==> src/design/lob_pkg.sv <==
// ----------------------------------------------------------------------------
// lob_pkg: shared types and constants of the order book
// status codes, field widths, the payload structs of both channels and the cell structs
// ----------------------------------------------------------------------------
package lob_pkg;

  localparam int unsigned MaxOrdersDef = 64;
  localparam int unsigned IdW          = 64;
  localparam int unsigned PriceW       = 32;
  localparam int unsigned SharesW      = 32;
  localparam int unsigned VolW         = 38;

  typedef enum logic [1:0] {
    ST_DONE       = 2'd0,
    ST_NOT_FOUND  = 2'd1,
    ST_FULL       = 2'd2,
    ST_ZERO_PRICE = 2'd3
  } status_e;

  typedef enum logic {
    REQ_ADD  = 1'b0,
    REQ_EXEC = 1'b1
  } req_e;

  typedef struct packed {
    logic               req_type;
    logic               side;
    logic [IdW-1:0]     ord_ref;
    logic [PriceW-1:0]  price;
    logic [SharesW-1:0] shares;
  } req_t;

  typedef struct packed {
    logic [1:0]        status;
    logic              book_changed;
    logic              bid_present;
    logic [PriceW-1:0] best_bid;
    logic              ask_present;
    logic [PriceW-1:0] best_ask;
    logic [VolW-1:0]   bid_volume;
    logic [VolW-1:0]   ask_volume;
    logic [VolW:0]     imbalance;
  } rsp_t;

  // one order entry as held by a cell
  typedef struct packed {
    logic               vld;
    logic               side;
    logic [PriceW-1:0]  price;
    logic [IdW-1:0]     id;
    logic [SharesW-1:0] shares;
  } entry_t;

  // running aggregate that travels through the chain of cells
  typedef struct packed {
    logic              bid_any;
    logic [PriceW-1:0] best_bid;
    logic              ask_any;
    logic [PriceW-1:0] best_ask;
    logic [VolW-1:0]   bid_vol;
    logic [VolW-1:0]   ask_vol;
  } agg_t;

endpackage

==> src/design/lob_cell.sv <==
// ----------------------------------------------------------------------------
// lob_cell: one order slot of the book
// matches, updates and shifts its entry and folds it into the aggregate
// ----------------------------------------------------------------------------
module lob_cell (
  input  logic                clk_i,
  input  lob_pkg::entry_t     upper_i,   // entry of the next younger cell
  input  logic                first_i,   // this is the append slot
  input  logic                match_ph_i,
  input  logic                add_i,
  input  lob_pkg::req_t       req_i,
  input  logic                found_i,   // a matching entry was met upstream
  output logic                found_o,
  input  lob_pkg::agg_t       agg_i,
  output lob_pkg::agg_t       agg_o,     // registered, one cell per cycle
  input  logic                shift_i,   // a removal at or below this cell
  input  logic                rm_here_i,
  input  logic                rst_vld_i,
  output lob_pkg::entry_t     entry_o,
  output logic                hit_o
);

  lob_pkg::entry_t e_q, e_d;
  logic            vld_q;
  logic            hit;
  logic [lob_pkg::SharesW-1:0] rem;
  lob_pkg::agg_t   agg_q, agg_d;

  assign hit = e_q.vld && vld_q && !found_i && e_q.side == req_i.side
               && e_q.price == req_i.price && e_q.id == req_i.ord_ref;
  assign hit_o   = hit;
  assign found_o = found_i | hit;
  assign rem = (e_q.shares > req_i.shares) ? e_q.shares - req_i.shares : '0;

  always_comb begin
    agg_d = agg_i;
    if (vld_q) begin
      if (!e_q.side) begin
        if (!agg_i.bid_any || e_q.price > agg_i.best_bid) agg_d.best_bid = e_q.price;
        agg_d.bid_any = 1'b1;
        agg_d.bid_vol = agg_i.bid_vol + lob_pkg::VolW'(e_q.shares);
      end else begin
        if (!agg_i.ask_any || e_q.price < agg_i.best_ask) agg_d.best_ask = e_q.price;
        agg_d.ask_any = 1'b1;
        agg_d.ask_vol = agg_i.ask_vol + lob_pkg::VolW'(e_q.shares);
      end
    end
  end

  assign agg_o = agg_q;

  always_comb begin
    e_d = e_q;
    if (add_i && first_i) begin
      e_d = '{vld: 1'b1, side: req_i.side, price: req_i.price,
              id: req_i.ord_ref, shares: req_i.shares};
    end else if (match_ph_i && hit) begin
      e_d.shares = rem;
    end else if (shift_i && !rm_here_i) begin
      e_d = upper_i;
    end else if (rm_here_i) begin
      e_d = upper_i;
    end
  end

  assign entry_o = '{vld: vld_q, side: e_q.side, price: e_q.price,
                     id: e_q.id, shares: e_q.shares};

  always_ff @(posedge clk_i) begin
    e_q <= e_d;
  end

  // valid bit and aggregate stage are reset, the entry payload is not
  always_ff @(posedge clk_i or negedge rst_vld_i) begin
    if (!rst_vld_i) begin
      vld_q <= 1'b0;
      agg_q <= '0;
    end else begin
      vld_q <= e_d.vld && (add_i && first_i ? 1'b1 : (shift_i || rm_here_i) ? upper_i.vld : vld_q);
      agg_q <= agg_d;
    end
  end

endmodule

==> config.mk <==
export PLATFORM = sky130hd
export DESIGN_NAME = lob_cell
export DESIGN_NICKNAME = d
export VERILOG_FILES = /design/src/design/lob_pkg.sv /design/src/design/lob_cell.sv
export SDC_FILE = /design/constraint.sdc
export NUM_CORES = 1
export LEC_CHECK = 0
export BUFFER_PORTS_ARGS = -buffer_cell sky130_fd_sc_hd__clkbuf_2
export CORE_AREA = 2 2 268 270
export CTS_CLUSTER_SIZE = 14
export DETAILED_ROUTE_END_ITERATION = 10
export DIE_AREA = 0 0 270 272
export SETUP_SLACK_MARGIN = 0.3
export SYNTH_ARGS = -nofsm -noshare
export SYNTH_HDL_FRONTEND = slang
export SYNTH_SLANG_ARGS = --single-unit
==> constraint.sdc <==
create_clock -name clk_i -period 3.7 [get_ports clk_i]
set_input_delay 0.185 -clock clk_i [delete_from_list [all_inputs] [get_ports clk_i]]
set_output_delay 0.185 -clock clk_i [all_outputs]
set_load 0.01 [all_outputs]
==> impl_metrics.tcl <==
set metrics [dict create \
    outcome "completed" \
    cp-end-kind "flop" \
    grt_antenna_before_repair 14 \
    post-layout-total-power_w 0.0123 \
    post-synth-top-area-cell "sky130_fd_sc_hd__edfxtp_1" \
    drt_first_pass_iters 5 \
    cp_top_family "compound AO/OA/AOI/OAI gates" \
    fin_worst_hold_slack_ns 0.0256 \
    io_buffer_count 682 \
    fp-row-count 98 \
    seq_cells_post_synth 273 \
    dieHeight_um 272 \
    grt_remaining_overflow 0 \
    post-dp-hpwl_um 66600 \
    worst_clock_skew_ns 0.0226 \
    ys_types 62 \
    synth_fp_nets 2741 \
    synthTopCellsByCount "342 x sky130_fd_sc_hd__nand2_1, 159 x sky130_fd_sc_hd__ha_1, 143 x sky130_fd_sc_hd__dfrtp_1" \
    total_leakage_power_nw 14.4 \
    critPathArrivalTime_ns 3.71 \
    largest_net_degree_at_the_start_of_global_routing 102 \
    drt-total-wl_um 86100 \
    first_global_vias 20319 \
    setup.worst_path.class "flop to flop" \
    post-route-period-util 0.893 \
    synth.top_cell.area_share 0.197 \
    synth_cells 2169 \
    worst_setup_slack_before_clock_tree_synthesis_ns -0.0565 \
    hp-class "input pin to flop" \
    dr.first_iter.drc_count 1766 \
    critPathRequiredTime_ns 4.11 \
    period_minus_slack_ns 3.30 \
    regToRegSetupSlack_ns 0.40 \
    routed-via-count 20414 \
    rsz0062_at_grt "yes" \
    max-slew-margin-rel 0.475 \
    finalHoldViolations 0 \
    worst_setup_path_start_kind "flop" \
    worst_hold_path_cell_count 3 \
    yosys_warnings 0 \
    effective_utilization_at_floorplan 0.278 \
    design.die.area_sq_um 73400 \
    setup_total_negative_slack_ns 0 \
    clock_sink_count 273 \
    routedWlPerCell_um 20.8 \
    grt_use_total 0.224 \
    tightest_slew_ns 0.787 \
    final_critical_path_setup_slack_ns 0.397 \
    synthesis.area_per_instance_sq_um 9.08 \
    cts.reportedPaths.clkPinSlew_ns 0.06 \
    synth_sequential_area_ratio 0.380 \
    cellPowerDensity_nw_per_um2 418 \
    crit-reg2reg-launch "entry_o[0]" \
    floorplan.die.width_um 270 \
    via_per_inst 4.92 \
    count_leader_synth "sky130_fd_sc_hd__nand2_1" \
    clockBufferDepth 3 \
    maxClockFrequency_mhz 303 \
    clk-insertion-delay-late_ns 0.56 \
    worst_reg2reg_path_endpoint "agg_o[66]" \
    cp_slowest_stage_delay_ns 0.41 \
    hold_path_startpoint "upper_i[83]" \
    clock_tree_from_tritoncts "built" \
    antenna_violating_nets_post_route 0 \
    critical_path.cell_chain "buf_6, ha_2, inv_2, fa_2, nor2b_1, o31a_1, nor3_4, o21ai_2, o311a_1, o31a_1, buf_4, buf_4, a31o_2, a21oi_2, xnor2_1, o21ai_0" \
    maxCapViolations 0 \
    area_growth_pct 48.9 \
    commonest_register_cell_after_synthesis "sky130_fd_sc_hd__dfrtp_1" \
    max-vdd-ir-drop_mv 0.306 \
    worstPathBufferInverterCount 4 \
    final_net_count 3730 \
    asyncSetResetFlopFracSynth 0.524 \
    boundaryPins 684 \
    layout_cells_sized_above_1 0.294 \
    setup-violations-final 0 \
    gpl.final_weighted_congestion 0.950 \
    grt_first_pass_wirelength_um 126000 \
    placed_cells_incl_taps 3664 \
    worst_hold_path.endpoint "entry_o[83]" \
    crit_path_slowest_cell "sky130_fd_sc_hd__edfxtp_1" \
    worstPathMaxFanout 3 \
    synth.cell_area_sq_um 19700 \
    drc_errors 0 \
    fin_cells 4150 \
    cts_root_buffer "sky130_fd_sc_hd__clkbuf_16" \
    clock_tree.htree_level_count 2 \
    cts_inserted_buffers 38 \
    worstRegToRegCells 16 \
    synth-edff-count 129 \
    core_sq_um 70800 \
    report.final.slew_viol_count 0 \
    yosys-top-cells-area "sky130_fd_sc_hd__edfxtp_1 20%, sky130_fd_sc_hd__dfrtp_1 18%, sky130_fd_sc_hd__ha_1 10%" \
]
[through the flow]
| stage | instance area [sq um] | utilization |
|---|---|---|
| 2_1_floorplan | 19700 | - |
| 6_report | 29300 | 0.414 |
| 4_1_cts | 29000 | 0.410 |
| 3_5_place_dp | 23700 | 0.335 |
| 3_3_place_gp | 23700 | 0.335 |
| 5_1_grt | 29300 | 0.414 |
[worst max path at each step]
stage	startpoint	end	slack [ns]	cells after the start
2_1_floorplan	entry_o[0]	agg_o[68]	0.65	13
3_3_place_gp	entry_o[111]	entry_o[24]	0.07	12
3_5_place_dp	entry_o[118]	entry_o[24]	-0.06	12
4_1_cts	entry_o[108]	entry_o[24]	0.28	11
5_1_grt	entry_o[0]	agg_o[66]	0.23	16
6_report	entry_o[0]	agg_o[66]	0.40	16
[metal layers]
layer  vias to the layer above  routed length (um)  part of all wire  global-route usage
li1                       9506                   -                 -                   -
met2                       977               38700              0.45               0.352
met4                         2                3120             0.036              0.0792
met1                      9734               38000              0.44               0.308
met5                         -                  12           0.00014                   0
met3                       195                6310             0.073              0.0406
[cells by family after synthesis]
group | Yosys count | share of synthesized area
compound gates | 448 | 0.142
flops | 273 | 0.380
simple gates | 702 | 0.164
buf+inv | 328 | 0.0875
fa+ha+maj | 162 | 0.104
xor+xnor | 188 | 0.0836
mux | 68 | 0.0387
[report_power, final]
group / switching [W] / internal (W)
logic: 0.00241 / 0.00193
clock network: 0.00154 / 0.00241
registers: 0.000332 / 0.00364
total: 0.00428 / 0.00797
[cell usage in the layout, fill, tap and decap left out, types with 71 or more instances in the layout]
master                          Yosys  routed
sky130_fd_sc_hd__clkbuf_2           0     681
sky130_fd_sc_hd__dlygate4sd3_1      0     379
sky130_fd_sc_hd__nand2_1          342     339
sky130_fd_sc_hd__ha_1             159     154
sky130_fd_sc_hd__dfrtp_1          143     143
sky130_fd_sc_hd__edfxtp_1         129     129
sky130_fd_sc_hd__nand3_1          126     126
sky130_fd_sc_hd__inv_1            124     123
sky130_fd_sc_hd__o21ai_0          116     111
sky130_fd_sc_hd__a21oi_1          113     109
sky130_fd_sc_hd__xor2_1           103     102
sky130_fd_sc_hd__xnor2_1           85      83
sky130_fd_sc_hd__buf_4            130      76
sky130_fd_sc_hd__a21o_1            71      71
[sequential cells by signal, indices dropped and copies added, names as in the netlist]
name	cells
vld_q	1
e_q	1
entry_o	129
agg_o	142
[worst register-to-register path, delay by kind of cell, from the launching register on]
kind            cells  cell delay [ns]
compound gates      7             1.49
xor+xnor            1             0.13
fa+ha+maj           2             0.39
buf+inv             4             0.48
flops               1             0.41
simple gates        2             0.27
[cell type report]
class | instances | area (sq um)
fill | 6845 | 41400
timing repair buffer | 1153 | 8070
inverter | 124 | 465
clock inverter | 20 | 253
tap | 950 | 1190
multi-input combinational | 1568 | 10800
sequential | 273 | 7470
antenna | 12 | 30.0
clock buffer | 50 | 1080
[timing repair]
| item | CTS | global route |
|---|---|---|
| setup buffers | 11 | 14 |
| resized for setup | 18 | 38 |
| hold buffers | 379 | 0 |
| pin swaps | 12 | 14 |
| setup endpoints to repair | 170 | 76 |
| hold endpoints to repair | 331 | 0 |
No activity file was read; power rests on OpenSTA's default activity.
